### src/rtl/cgnb_pkg.sv
package cgnb_pkg;

    localparam int VALUE_BITS   = 31;
    localparam int CONTEXT_BITS = 16;
    localparam int POS_BITS     = $clog2(VALUE_BITS);

    // kind of pair the datapath builds on an emit command
    localparam logic [1:0] KIND_ONE  = 2'd0;   // unary prefix one
    localparam logic [1:0] KIND_ZERO = 2'd1;   // prefix terminator
    localparam logic [1:0] KIND_DATA = 2'd2;   // payload bit

    typedef struct packed {
        logic [VALUE_BITS-1:0]   value_to_code;
        logic [CONTEXT_BITS-1:0] context_base;
    } in_req_t;

    typedef struct packed {
        logic [CONTEXT_BITS-1:0] bit_context;
        logic                    coded_bit;
        logic                    last_of_run;
    } out_req_t;

    typedef struct packed {
        logic       load;
        logic       emit;
        logic [1:0] kind;
    } cmd_t;

    typedef struct packed {
        logic out_free;
        logic more_unary;
        logic data_last;
    } sts_t;

endpackage

### src/rtl/cgnb_ctrl.sv
module cgnb_ctrl
    import cgnb_pkg::*;
(
    input  logic aclk,
    input  logic aresetn,
    input  logic s_valid,
    output logic s_ready,
    input  sts_t sts,
    output cmd_t cmd
);

    localparam logic [1:0] ST_IDLE  = 2'd0;
    localparam logic [1:0] ST_UNARY = 2'd1;
    localparam logic [1:0] ST_DATA  = 2'd2;

    logic [1:0] state_reg;
    logic [1:0] state_next;

    always_ff @(posedge aclk) begin
        if (!aresetn) begin
            state_reg <= ST_IDLE;
        end else begin
            state_reg <= state_next;
        end
    end

    always_comb begin
        state_next = state_reg;
        cmd.load   = 1'b0;
        cmd.emit   = 1'b0;
        cmd.kind   = KIND_ONE;
        s_ready    = 1'b0;
        case (state_reg)
            ST_IDLE: begin
                s_ready = 1'b1;
                if (s_valid) begin
                    cmd.load   = 1'b1;
                    state_next = ST_UNARY;
                end
            end
            ST_UNARY: begin
                if (sts.out_free) begin
                    cmd.emit = 1'b1;
                    if (sts.more_unary) begin
                        cmd.kind = KIND_ONE;
                    end else begin
                        cmd.kind   = KIND_ZERO;
                        state_next = ST_DATA;
                    end
                end
            end
            ST_DATA: begin
                if (sts.out_free) begin
                    cmd.emit = 1'b1;
                    cmd.kind = KIND_DATA;
                    if (sts.data_last) begin
                        state_next = ST_IDLE;
                    end
                end
            end
            default: begin
                state_next = ST_IDLE;
            end
        endcase
    end

endmodule

### src/rtl/cgnb_dpath.sv
module cgnb_dpath
    import cgnb_pkg::*;
(
    input  logic     aclk,
    input  logic     aresetn,
    input  in_req_t  s_data,
    input  cmd_t     cmd,
    output sts_t     sts,
    output logic     m_valid,
    input  logic     m_ready,
    output out_req_t m_data
);

    logic [VALUE_BITS-1:0]   held_value_reg;
    logic [CONTEXT_BITS-1:0] held_base_reg;
    logic [POS_BITS-1:0]     pos_reg;
    logic [POS_BITS-1:0]     pos_next;
    logic                    m_valid_reg;
    logic                    m_valid_next;
    out_req_t                out_reg;
    out_req_t                out_next;

    logic [POS_BITS:0]       shamt;
    logic [POS_BITS+1:0]     off_prefix;
    logic [POS_BITS+1:0]     off_data;

    // prefix test: (4 << i) <= value  <=>  value >> (i + 2) is nonzero
    assign shamt      = {1'b0, pos_reg} + (POS_BITS+1)'(2);
    assign off_prefix = {1'b0, pos_reg, 1'b0} + (POS_BITS+2)'(2);
    assign off_data   = {1'b0, pos_reg, 1'b1};

    assign sts.more_unary = (held_value_reg >> shamt) != '0;
    assign sts.data_last  = (pos_reg == '0);
    assign sts.out_free   = !m_valid_reg || m_ready;

    always_comb begin
        pos_next     = pos_reg;
        out_next     = out_reg;
        m_valid_next = m_valid_reg && !m_ready;
        if (cmd.load) begin
            pos_next = '0;
        end
        if (cmd.emit) begin
            m_valid_next = 1'b1;
            case (cmd.kind)
                KIND_ONE: begin
                    out_next.bit_context = held_base_reg + CONTEXT_BITS'(off_prefix);
                    out_next.coded_bit   = 1'b1;
                    out_next.last_of_run = 1'b0;
                    pos_next             = pos_reg + POS_BITS'(1);
                end
                KIND_ZERO: begin
                    out_next.bit_context = held_base_reg + CONTEXT_BITS'(off_prefix);
                    out_next.coded_bit   = 1'b0;
                    out_next.last_of_run = 1'b0;
                end
                KIND_DATA: begin
                    out_next.bit_context = held_base_reg + CONTEXT_BITS'(off_data);
                    out_next.coded_bit   = held_value_reg[pos_reg];
                    out_next.last_of_run = (pos_reg == '0);
                    if (pos_reg != '0) begin
                        pos_next = pos_reg - POS_BITS'(1);
                    end
                end
                default: begin
                    m_valid_next = m_valid_reg && !m_ready;
                end
            endcase
        end
    end

    always_ff @(posedge aclk) begin
        if (!aresetn) begin
            m_valid_reg <= 1'b0;
            pos_reg     <= '0;
        end else begin
            m_valid_reg <= m_valid_next;
            pos_reg     <= pos_next;
        end
    end

    always_ff @(posedge aclk) begin
        if (cmd.load) begin
            held_value_reg <= s_data.value_to_code;
            held_base_reg  <= s_data.context_base;
        end
        out_reg <= out_next;
    end

    assign m_valid = m_valid_reg;
    assign m_data  = out_reg;

endmodule

### src/rtl/context_gamma_number_binarizer.sv
// Elias-gamma binarizer with per-position contexts.
//
// Input channel (s_valid/s_ready/s_data): one request carries a number and
// a base context. Result channel (m_valid/m_ready/m_data): one request per
// (context, bit) pair for the entropy coder; last_of_run marks the final
// pair of a number.
//
// A number with prefix length i (i ones, number < 4<<i) gives 2i+2 pairs:
// i ones and a zero at base+2k+2, then bits i..0 at base+2k+1.
// The first pair shows once the sequencer has left idle and the datapath
// has registered it; after that one pair per cycle while m_ready stays high.
// s_ready is high only while the sequencer is idle; it rises as soon as the
// last pair is in the output register, so the next number is taken while
// that pair still waits for the receiver.
// A stalled receiver holds the output register and freezes the sequencer;
// nothing is dropped.
// Reset (aresetn low, synchronous) empties the output register and
// returns the sequencer to idle.
module context_gamma_number_binarizer
    import cgnb_pkg::*;
(
    input  logic     aclk,
    input  logic     aresetn,
    input  logic     s_valid,
    output logic     s_ready,
    input  in_req_t  s_data,
    output logic     m_valid,
    input  logic     m_ready,
    output out_req_t m_data
);

    cmd_t cmd;
    sts_t sts;

    // sequencer: idle -> prefix (ones, then the zero) -> payload bits
    cgnb_ctrl u_ctrl (
        .aclk    (aclk),
        .aresetn (aresetn),
        .s_valid (s_valid),
        .s_ready (s_ready),
        .sts     (sts),
        .cmd     (cmd)
    );

    // holds number, base and bit position; builds and registers each pair
    cgnb_dpath u_dpath (
        .aclk    (aclk),
        .aresetn (aresetn),
        .s_data  (s_data),
        .cmd     (cmd),
        .sts     (sts),
        .m_valid (m_valid),
        .m_ready (m_ready),
        .m_data  (m_data)
    );

endmodule

### config.mk
export PLATFORM = sky130hd
export DESIGN_NAME = context_gamma_number_binarizer
export DESIGN_NICKNAME = d
export VERILOG_FILES = /design/src/rtl/cgnb_pkg.sv /design/src/rtl/cgnb_ctrl.sv /design/src/rtl/cgnb_dpath.sv /design/src/rtl/context_gamma_number_binarizer.sv
export SDC_FILE = /design/constraint.sdc
export NUM_CORES = 1
export LEC_CHECK = 0
export BUFFER_PORTS_ARGS = -buffer_cell sky130_fd_sc_hd__buf_2
export CORE_UTILIZATION = 35
export CTS_BUF_LIST = sky130_fd_sc_hd__clkbuf_4 sky130_fd_sc_hd__clkbuf_8
export DETAILED_ROUTE_END_ITERATION = 10
export MAX_ROUTING_LAYER = met4
export SLEW_MARGIN = 20
export SYNTH_ARGS = -nofsm -noshare
export SYNTH_HDL_FRONTEND = slang
export SYNTH_SLANG_ARGS = --single-unit
### constraint.sdc
create_clock -name aclk -period 10.65 [get_ports aclk]
set_input_delay 2.13 -clock aclk [delete_from_list [all_inputs] [get_ports aclk]]
set_output_delay 2.13 -clock aclk [all_outputs]
set_load 0.02 [all_outputs]
==> metrics.txt, run 1 <==
Post-synth EDFFs 65; Largest delay share family, worst path simple AND/OR/NAND/NOR gates; GR Layer Usage met3 4.41%; Worst setup SP type flip-flop; core box area 12,800 sq um; grt met2 use 26.3%; die area between 10,000 and 15,000 sq um; Critical-path top delay cell nor2b_1; required time worst endpoint 10,770 ps; status complete, no violations; RSZ-0062 raised after global routing false; clk sinks 73; clock latency on the worst-skew pair 370 ps; CTS H-tree lvls 3; Post-CTS Resized 0; PwrDens 188 nW/um^2; Initial Util 36.6%; Pre-Repair DR Iteration Count 5; port bufs 70; Worst Skew 12.2 ps; Final #Nets 563; starting DRC count in detailed routing 224; Slew headroom 38.9%; GRT Total Usage 16.5%; routed wire length 10.6 mm; met1 Use GR 19.9%; Row Count 41; setup TNS 0 ps; critical path capture point type flip-flop; Crit path arrival time 5030 ps; IR drop worst, VDD 0.0000941 V; CTS Hold Buffers Added 0; max reg flops 31; post-CTS setup buffers 0; fraction of layout cells with a size suffix above 1 a little under a quarter; CP cell instances buf_4 > mux4_2 > or4_1 > a211o_1 > a211oi_2 > a21oi_1 > nor2_1 > nand2_1 > ha_1 > nor2b_1 > a21oi_1 > a221o_1 > nand2_1 > o21ai_0; Final Cycle Share 46.2%; slowest stage delay, CP 740 ps; Worst-Margin Slew 915 ps; synthesis-to-finish area growth 13.8%; final hold vios 0; largest net degree at the start of global routing 59; Yosys reg bits 73; final setup violation count 0; Syn Area/Cell 11.1 sq um; min setup slack post-route 5730 ps; Die Wd 118 microns; Post-Syn Nets 501; Clock Root Buffer clkbuf_8; Inserted Clock Buffers 9; Post-DRT Antenna Nets 0; worst slack, placed about 5400 ps; Post-Syn Instances 424; DP HPWL about 7.6 mm; Netlist Area Pre-Place roughly 4700 sq um; vias in the first global route 3,572; Post-route DRC 0; FFs w/ async S/R, synth 0%; CTS tree done; Final Slew Violations 0; first-pass GRT wire length 17.5 mm; sequential area share after synthesis around 45%; Chip Height 118 microns; initial antenna violation count 0; Peak Freq 0.203 GHz; max cap viols 0; gpl congestion 0.870; critical path peak fanout 58; post-layout minimum cycle time 4920 ps; busiest grt layer met2; kind of critical path flip-flop to flip-flop; Buf/Inv on CP 1; clock tree buffer depth 2; wire per inst 16.0 microns; min-delay worst type flip-flop to flip-flop; via count 3,662; clock-pin slew on the worst setup and hold paths 80 ps; Synth Warn # 0; n_diodes 0; synth unique cells 58; vias per inst 5.53; leak pwr 1.95 nW; Ports 71; Main synth FF type edfxtp_1; global route overflow 0
==> synth_stat cells, types with 11 or more instances <==
library cell   n  share of area, %
a21oi_1       26               2.8
a31oi_1       11               1.5
clkbuf_1      13               1.0
edfxtp_1      65                42
ha_1          21               5.6
inv_1         22               1.8
mux4_2        16               7.7
nand2_1       29               2.3
nand3_1       13               1.4
nor2_1        20               1.6
nor2b_1       11               1.5
nor3_1        18               1.9
o21ai_0       23               2.5
o22ai_1       12               1.6
==> layer usage <==
layer,wire (microns),vias up
met5,0,-
met4,201,0
met3,629,17
met2,5150,132
met1,4610,1732
li1,-,1781
==> power breakdown <==
group	switching [mW]	internal, mW
combinational	0.230	0.163
sequential	0.0408	0.389
clock	0.0988	0.0828
total	0.370	0.634
==> cell usage in the layout (no fill, tap or decap), drive strengths merged, types with 6 or more instances in the layout <==
| cell type | synthesis | layout |
|---|---|---|
| nor2 | 21 | 21 |
| nor2b | 11 | 11 |
| o21ai | 23 | 23 |
| ha | 21 | 21 |
| clkinv | 2 | 7 |
| inv | 22 | 21 |
| dfxtp | 8 | 8 |
| nor3 | 18 | 18 |
| o211ai | 6 | 6 |
| nand2 | 29 | 29 |
| a31oi | 11 | 11 |
| edfxtp | 65 | 65 |
| o22ai | 12 | 12 |
| mux4 | 18 | 18 |
| mux2i | 8 | 8 |
| clkbuf | 13 | 10 |
| a21oi | 26 | 26 |
| nand3 | 13 | 13 |
| buf | 10 | 74 |
==> worst register-to-register path, stage by stage (launching register included) <==
cell,delay [ps]
dfxtp_2,320
buf_4,540
mux4_2,650
or4_1,520
a211o_1,320
a211oi_2,340
a21oi_1,120
nor2_1,110
nand2_1,100
ha_1,340
nor2b_1,740
a21oi_1,150
a221o_1,300
nand2_1,60
o21ai_0,70
==> metrics by stage <==
| stage | hold slack (ps) | utilization (%) | instance area, sq um | instances | total power [mW] |
|---|---|---|---|---|---|
| 6_report | 561 | 41.6 | 5340 | 662 | 1.00 |
| 5_1_grt | 605 | 41.6 | 5340 | 662 | 1.07 |
| 4_1_cts | 567 | 41.6 | 5340 | 662 | 1.01 |
| 3_5_place_dp | 547 | 40.4 | 5180 | 647 | 0.829 |
| 3_3_place_gp | 538 | 40.4 | 5180 | 647 | 0.819 |
| 2_1_floorplan | 509 | - | 4690 | 424 | 0.734 |
==> kinds of logic (layout without fill, tap and decap cells) <==
kind of cell,Yosys count,count (layout),share of synthesized area (%)
fa+ha+maj,26,26,7.74
mux,27,27,10.7
xor+xnor,8,8,1.49
simple gates,114,114,12.1
flops,73,73,45.0
buf+inv,47,113,4.19
compound gates,129,129,18.8
==> layout make-up <==
| cell class | count | area [sq um] |
|---|---|---|
| fillers | 1264 | 7490 |
| multi-input cells | 304 | 2380 |
| flip-flops and latches | 73 | 2110 |
| repair buffers | 74 | 380 |
| well taps | 172 | 215 |
| clock buffers | 10 | 131 |
| inverters | 24 | 91.3 |
| clock inverters | 5 | 23.8 |
==> worst paths after layout <==
| path | cells after the start | slack [ps] | end | startpoint |
|---|---|---|---|---|
| max | 14 | 5730 | u_dpath.m_data[14] | u_dpath.pos_reg[0] |
| min | 2 | 560 | u_ctrl.state_reg[1] | u_ctrl.state_reg[1] |
| max reg2reg | 14 | 5730 | u_dpath.m_data[14] | u_dpath.pos_reg[0] |
| min reg2reg | 2 | 560 | u_ctrl.state_reg[1] | u_ctrl.state_reg[1] |
Note: power is estimated with default switching activity, not from simulation.
==> run 2: changes to the inputs <==
==> constraint.sdc (replaced) <==
create_clock -name aclk -period 4.9 [get_ports aclk]
set_input_delay 0.98 -clock aclk [delete_from_list [all_inputs] [get_ports aclk]]
set_output_delay 0.98 -clock aclk [all_outputs]
set_load 0.02 [all_outputs]
==> run 2 against run 1 <==
  * Non-clock buffer count increased by 6
  * Die area is the same
  * Maximum frequency rose by 13%
  * Cell count is 1.1% higher
  * Core utilization grew 0.94 points
  * Clock skew is 1.7 ps higher
  * Global-route usage grew 0.21 points
  * Clock power grew to 2.9 times the previous value
  * Clock-buffer cell count increased by 1
  * Register-to-register slack worse by 5200 ps
  * Sequential cell count did not move
  * Critical path type unchanged
  * Largest cell class unchanged
  * Largest power group unchanged
  * Highest routed layer unchanged
==> metrics.txt, run 2 (synthesis results as in run 1) <==
Final Slew Violations 0 (unchanged); Chip Height 118 microns (unchanged); dpl cells 653 (+0.93%); min setup slack post-route 560 ps (-5170 ps); clock share of power 22.9% (+4.8 points); Slew headroom 31.0% (-7.9 points); Row Count 41 (unchanged); IR drop worst, VDD 0.000211 V (+120%); Worst Skew 13.9 ps (+1.69 ps); final std cells w/o fill 669 (+1.1%); kind of critical path flip-flop to flip-flop; max reg flops 31 (unchanged); Pre-Repair DR Iteration Count 7 (+2); Finished Cell Area 5460 sq um (+2.3%); port bufs 70 (unchanged); synthesis-to-finish area growth 16.4%; initial antenna violation count 0 (unchanged); logic gate share of total power 35.8% (-3.3 points); Post-route DRC 0 (unchanged); CTS H-tree lvls 3 (unchanged); fillers 1,231 (-2.6%); Post-DRT Antenna Nets 0 (unchanged); required time worst endpoint 5000 ps (-5770 ps); R2R Path Start u_dpath.pos_reg[1]; gpl congestion 0.861 (-1.0%); GRT Total Usage 16.7% (+0.21 points); Sw Ratio 34.9% (-2.0 points); fraction of layout cells with a size suffix above 1 24.7% (+1.7 points); internal power 1.52 mW (+140%); worst setup path endpoint u_dpath.m_data[12]; sw power 0.815 mW (+120%); Die Wd 118 microns (unchanged); Initial Util 36.6% (unchanged); max cap viols 0 (unchanged); post-layout minimum cycle time 4340 ps (-576 ps); Sequential Power Share 41.3% (-1.5 points); Clock Root Buffer clkbuf_8; largest net degree at the start of global routing 50 (-15%); critical path peak fanout 19 (-67%); Final #Nets 569 (+1.1%); core box area 12,800 sq um (unchanged); critical path capture point type flip-flop; RSZ-0062 raised after global routing false; routed wire length 10.7 mm (+0.67%); final hold vios 0 (unchanged); Peak Freq 0.230 GHz (+13%); PwrDens 428 nW/um^2 (+130%); post-CTS setup buffers 0 (unchanged); final hold slack 549 ps (-11.5 ps); r2r setup slk 560 ps (-5170 ps); first-pass GRT wire length 17.8 mm (+1.7%); met1 Use GR 20.4% (+0.53 points); clock latency on the worst-skew pair 370 ps (about the same); clk sinks 73 (unchanged); worst slack, placed 548 ps (-4810 ps); most frequent cells in the layout 70 x buf_2, 65 x edfxtp_1, 29 x nand2_1; Inserted Clock Buffers 9 (unchanged); placed cell areas 5230 sq um (+0.87%); DP HPWL 7.81 mm (+2.8%); CTS tree done; Pwr Total 2.34 mW (+130%); Layout Utilization 42.6% (+0.94 points); global route overflow 0 (unchanged); Worst setup SP type flip-flop; Ports 71 (unchanged); clock-pin slew on the worst setup and hold paths 80 ps (about the same); via count 3,711 (+1.3%); Final Cycle Share 88.6% (+42 points); vias per inst 5.55 (+0.28%); busiest grt layer met2; Worst-Margin Slew 1040 ps (+121 ps); Post-CTS Resized 0 (unchanged); status complete, no violations; n_diodes 0 (unchanged); Crit path arrival time 4440 ps (-590 ps); final setup violation count 0 (unchanged); Critical Path Source u_dpath.pos_reg[1]; wire per inst 15.9 microns (-0.38%); worst r2r dst u_dpath.m_data[12]; min-delay worst type flip-flop to flip-flop; setup TNS 0 ps (unchanged); grt met2 use 25.8% (-0.44 points); leak pwr 2.02 nW (+3.5%); die area 13,900 sq um (unchanged); vias in the first global route 3,552 (-0.56%); CTS Hold Buffers Added 0 (unchanged); clock tree buffer depth 2 (unchanged); starting DRC count in detailed routing 190 (-15%); R2R depth 13 (-1); GR Layer Usage met3 4.55% (+0.15 points); commonest non-fill, non-tap cell in the layout buf_2
run 2: metal layers:
metal	vias to the layer above	wire length, microns
li1	1794	-
met1	1750	4660
met2	147	5070
met3	20	628
met4	0	308
met5	-	0
run 2: final cells by class:
cell class              instances  area (sq um)  share of cell area [%]
inverters                      24          90.1                    1.65
repair buffers                 80           425                    7.79
clock buffers                  11           151                    2.77
flip-flops and latches         73          2120                    38.8
clock inverters                 5          77.6                    1.42
multi-input cells             304          2380                    43.6
well taps                     172           215                    3.94
run 2: worst min path at each step:
stage                   startpoint                   to  slack, ps  cells after the start
2_1_floorplan  u_ctrl.state_reg[1]  u_ctrl.state_reg[1]        510                      2
6_report       u_ctrl.state_reg[1]  u_ctrl.state_reg[1]        550                      2
4_1_cts        u_ctrl.state_reg[1]  u_ctrl.state_reg[1]        550                      2
3_3_place_gp   u_ctrl.state_reg[1]  u_ctrl.state_reg[1]        540                      2
5_1_grt        u_ctrl.state_reg[1]  u_ctrl.state_reg[1]        590                      2
3_5_place_dp   u_ctrl.state_reg[1]  u_ctrl.state_reg[1]        540                      2
run 2: power groups by stage:
stage | clock, mW | combinational [mW] | sequential [mW]
2_1_floorplan | 0 | 0.639 | 0.955
3_3_place_gp | 0 | 0.824 | 0.974
3_5_place_dp | 0 | 0.837 | 0.978
4_1_cts | 0.550 | 0.841 | 0.964
5_1_grt | 0.576 | 0.927 | 0.989
6_report | 0.534 | 0.837 | 0.965
run 2: critical path: stages (launching register included):
cell and delay, ps:
dfxtp_1 780, mux4_2 440, or4_1 510, a211o_1 320, a211oi_2 310, a21oi_1 110
nor2_1 120, nand2_1 110, ha_1 350, nor2b_1 470, a21oi_1 120, a221o_1 280
nand2_1 60, o21ai_0 80
==> run 3: changes to the inputs <==
--- a/config.mk
+++ b/config.mk
@@ -8,8 +8,10 @@
 export BUFFER_PORTS_ARGS = -buffer_cell sky130_fd_sc_hd__buf_2
 export CORE_UTILIZATION = 35
 export CTS_BUF_LIST = sky130_fd_sc_hd__clkbuf_4 sky130_fd_sc_hd__clkbuf_8
+export CTS_CLUSTER_DIAMETER = 60
 export DETAILED_ROUTE_END_ITERATION = 10
 export MAX_ROUTING_LAYER = met4
+export REMOVE_ABC_BUFFERS = 1
 export SLEW_MARGIN = 20
 export SYNTH_ARGS = -nofsm -noshare
 export SYNTH_HDL_FRONTEND = slang
==> constraint.sdc (replaced) <==
create_clock -name aclk -period 4.9 [get_ports aclk]
set_input_delay 0.49 -clock aclk [delete_from_list [all_inputs] [get_ports aclk]]
set_output_delay 0.49 -clock aclk [all_outputs]
set_load 0.02 [all_outputs]
==> run 3 against run 2 <==
  * Combinational power is 2% lower
  * Cell count shrank 0.15%
  * Via count decreased by 0.13%
  * Clock skew down 3.5 ps
  * Worst setup slack got worse by 63 ps
  * Register-to-register slack lost 60 ps
  * Routed wire length up 2.4%
  * First-iteration DRC count up 39%
  * Largest power group unchanged
  * Global-route usage rose by 0.24 points
  * Largest cell class unchanged
  * Highest routed layer unchanged
==> metrics.txt, run 3 (synthesis results as in run 1) <==
Post-route DRC 0 (unchanged); status complete, no violations; Chip Height 118 microns (unchanged); most frequent cells in the layout 70 x buf_2, 65 x edfxtp_1, 29 x nand2_1; CTS tree done; DP HPWL 7.90 mm (+1.1%); core box area 12,800 sq um (unchanged); Slew headroom 43.3% (+12 points); busiest grt layer met2; CTS H-tree lvls 3 (unchanged); clock latency on the worst-skew pair 380 ps (about the same); gpl congestion 0.871 (+1.2%); n_diodes 0 (unchanged); grt met2 use 28.1% (+2.3 points); Largest delay share family, worst path simple AND/OR/NAND/NOR gates; final setup violation count 0 (unchanged); synthesis-to-finish area growth 16.8%; first-pass GRT wire length 18.0 mm (+1.2%); die area 13,900 sq um (unchanged); final hold slack 287 ps (-262 ps); max cap viols 0 (unchanged); largest net degree at the start of global routing 50 (unchanged); port bufs 70 (unchanged); met1 Use GR 19.6% (-0.86 points); clock-pin slew on the worst setup and hold paths 70 ps (about the same); placed cell areas 5220 sq um (-0.14%); critical path peak fanout 28 (+9); Worst-Margin Slew 850 ps (-186 ps); Worst setup SP type flip-flop; required time worst endpoint 5010 ps (about the same); Buf/Inv on CP 0 (unchanged); post-layout minimum cycle time 4400 ps (+63.2 ps); clk sinks 73 (unchanged); Die Wd 118 microns (unchanged); commonest non-fill, non-tap cell in the layout buf_2; vias per inst 5.55 (about the same); Worst Skew 10.4 ps (-3.52 ps); Finished Cell Area 5480 sq um (+0.34%); Initial Util 36.6% (unchanged); GRT Total Usage 17.0% (+0.24 points); dpl cells 652 (-0.15%); wire per inst 16.4 microns (+2.6%); Final Cycle Share 89.9% (+1.3 points); CP cell instances mux4_2 > or4_1 > a211o_1 > a211oi_2 > a21oi_1 > nor2_1 > nand2_1 > ha_1 > nor2b_1 > a21oi_1 > a221o_1 > nand2_1 > o21ai_0; RSZ-0062 raised after global routing false; leak pwr 2.03 nW (+0.40%); Inserted Clock Buffers 9 (unchanged); kind of critical path flip-flop to flip-flop; global route overflow 0 (unchanged); Crit path arrival time 4520 ps (+80 ps); Ports 71 (unchanged); final std cells w/o fill 668 (-0.15%); CTS Hold Buffers Added 0 (unchanged); vias in the first global route 3,650 (+2.8%); routed wire length 10.9 mm (+2.4%); Peak Freq 0.227 GHz (-1.4%); IR drop worst, VDD 0.000294 V (+40%); Post-DRT Antenna Nets 0 (unchanged); Pwr Total 2.41 mW (+3.0%); PwrDens 439 nW/um^2 (+2.6%); Final #Nets 568 (-0.18%); critical path capture point type flip-flop; Post-CTS Resized 0 (unchanged); final hold vios 0 (unchanged); Clock Root Buffer clkbuf_8; max reg flops 31 (unchanged); initial antenna violation count 0 (unchanged); Critical-path top delay cell dfxtp_2; Row Count 41 (unchanged); starting DRC count in detailed routing 264 (+39%); fraction of layout cells with a size suffix above 1 24.2% (-0.55 points); post-CTS setup buffers 0 (unchanged); via count 3,706 (-0.13%); Final Slew Violations 0 (unchanged); clock tree buffer depth 2 (unchanged); GR Layer Usage met3 5.09% (+0.53 points); slowest stage delay, CP 750 ps (-30 ps); Pre-Repair DR Iteration Count 5 (-2); min-delay worst type input port to flip-flop
-- run 3: cell count changes in the layout (fill, tap and decap cells not counted), sizes merged --
cell      change
clkinv        +2
clkinvlp      -1
buf           -1
bufinv        +2
inv           -1
clkbuf        -2
-- run 3: power by group --
part           internal [mW]  total [mW]  switching (mW)
sequential             0.844       0.972           0.127
combinational          0.359       0.822           0.463
clock                  0.385       0.612           0.227
total                   1.59        2.41           0.817
-- run 3: layout make-up --
class	instances	area, sq um
clock buffers	9	124
clock inverters	7	133
fillers	1230	7350
inverters	24	91.3
multi-input cells	304	2380
flip-flops and latches	73	2110
well taps	172	215
repair buffers	79	418
-- run 3: metal layers --
| layer | routed length (microns) | vias to the layer above |
|---|---|---|
| li1 | - | 1797 |
| met1 | 4780 | 1770 |
| met2 | 5360 | 114 |
| met3 | 560 | 25 |
| met4 | 219 | 0 |
| met5 | 0 | - |
-- run 3: per-stage QoR --
step	setup TNS, ps	utilization (%)	worst slack, ps
floorplan	-1270	-	-268
global placement	0	40.7	599
detailed placement	0	40.7	532
CTS	0	42.7	486
global route	0	42.7	72.0
finish	0	42.7	497
-- run 3: path summary, 6_finish.rpt --
check | start | endpoint | slack, ps | cells after the start
min | s_data[45] | u_dpath.held_value_reg[29] | 290 | 1
min reg2reg | u_ctrl.state_reg[1] | u_ctrl.state_reg[1] | 560 | 2
max | u_dpath.pos_reg[0] | u_dpath.m_data[12] | 500 | 13
max reg2reg | u_dpath.pos_reg[0] | u_dpath.m_data[12] | 500 | 13
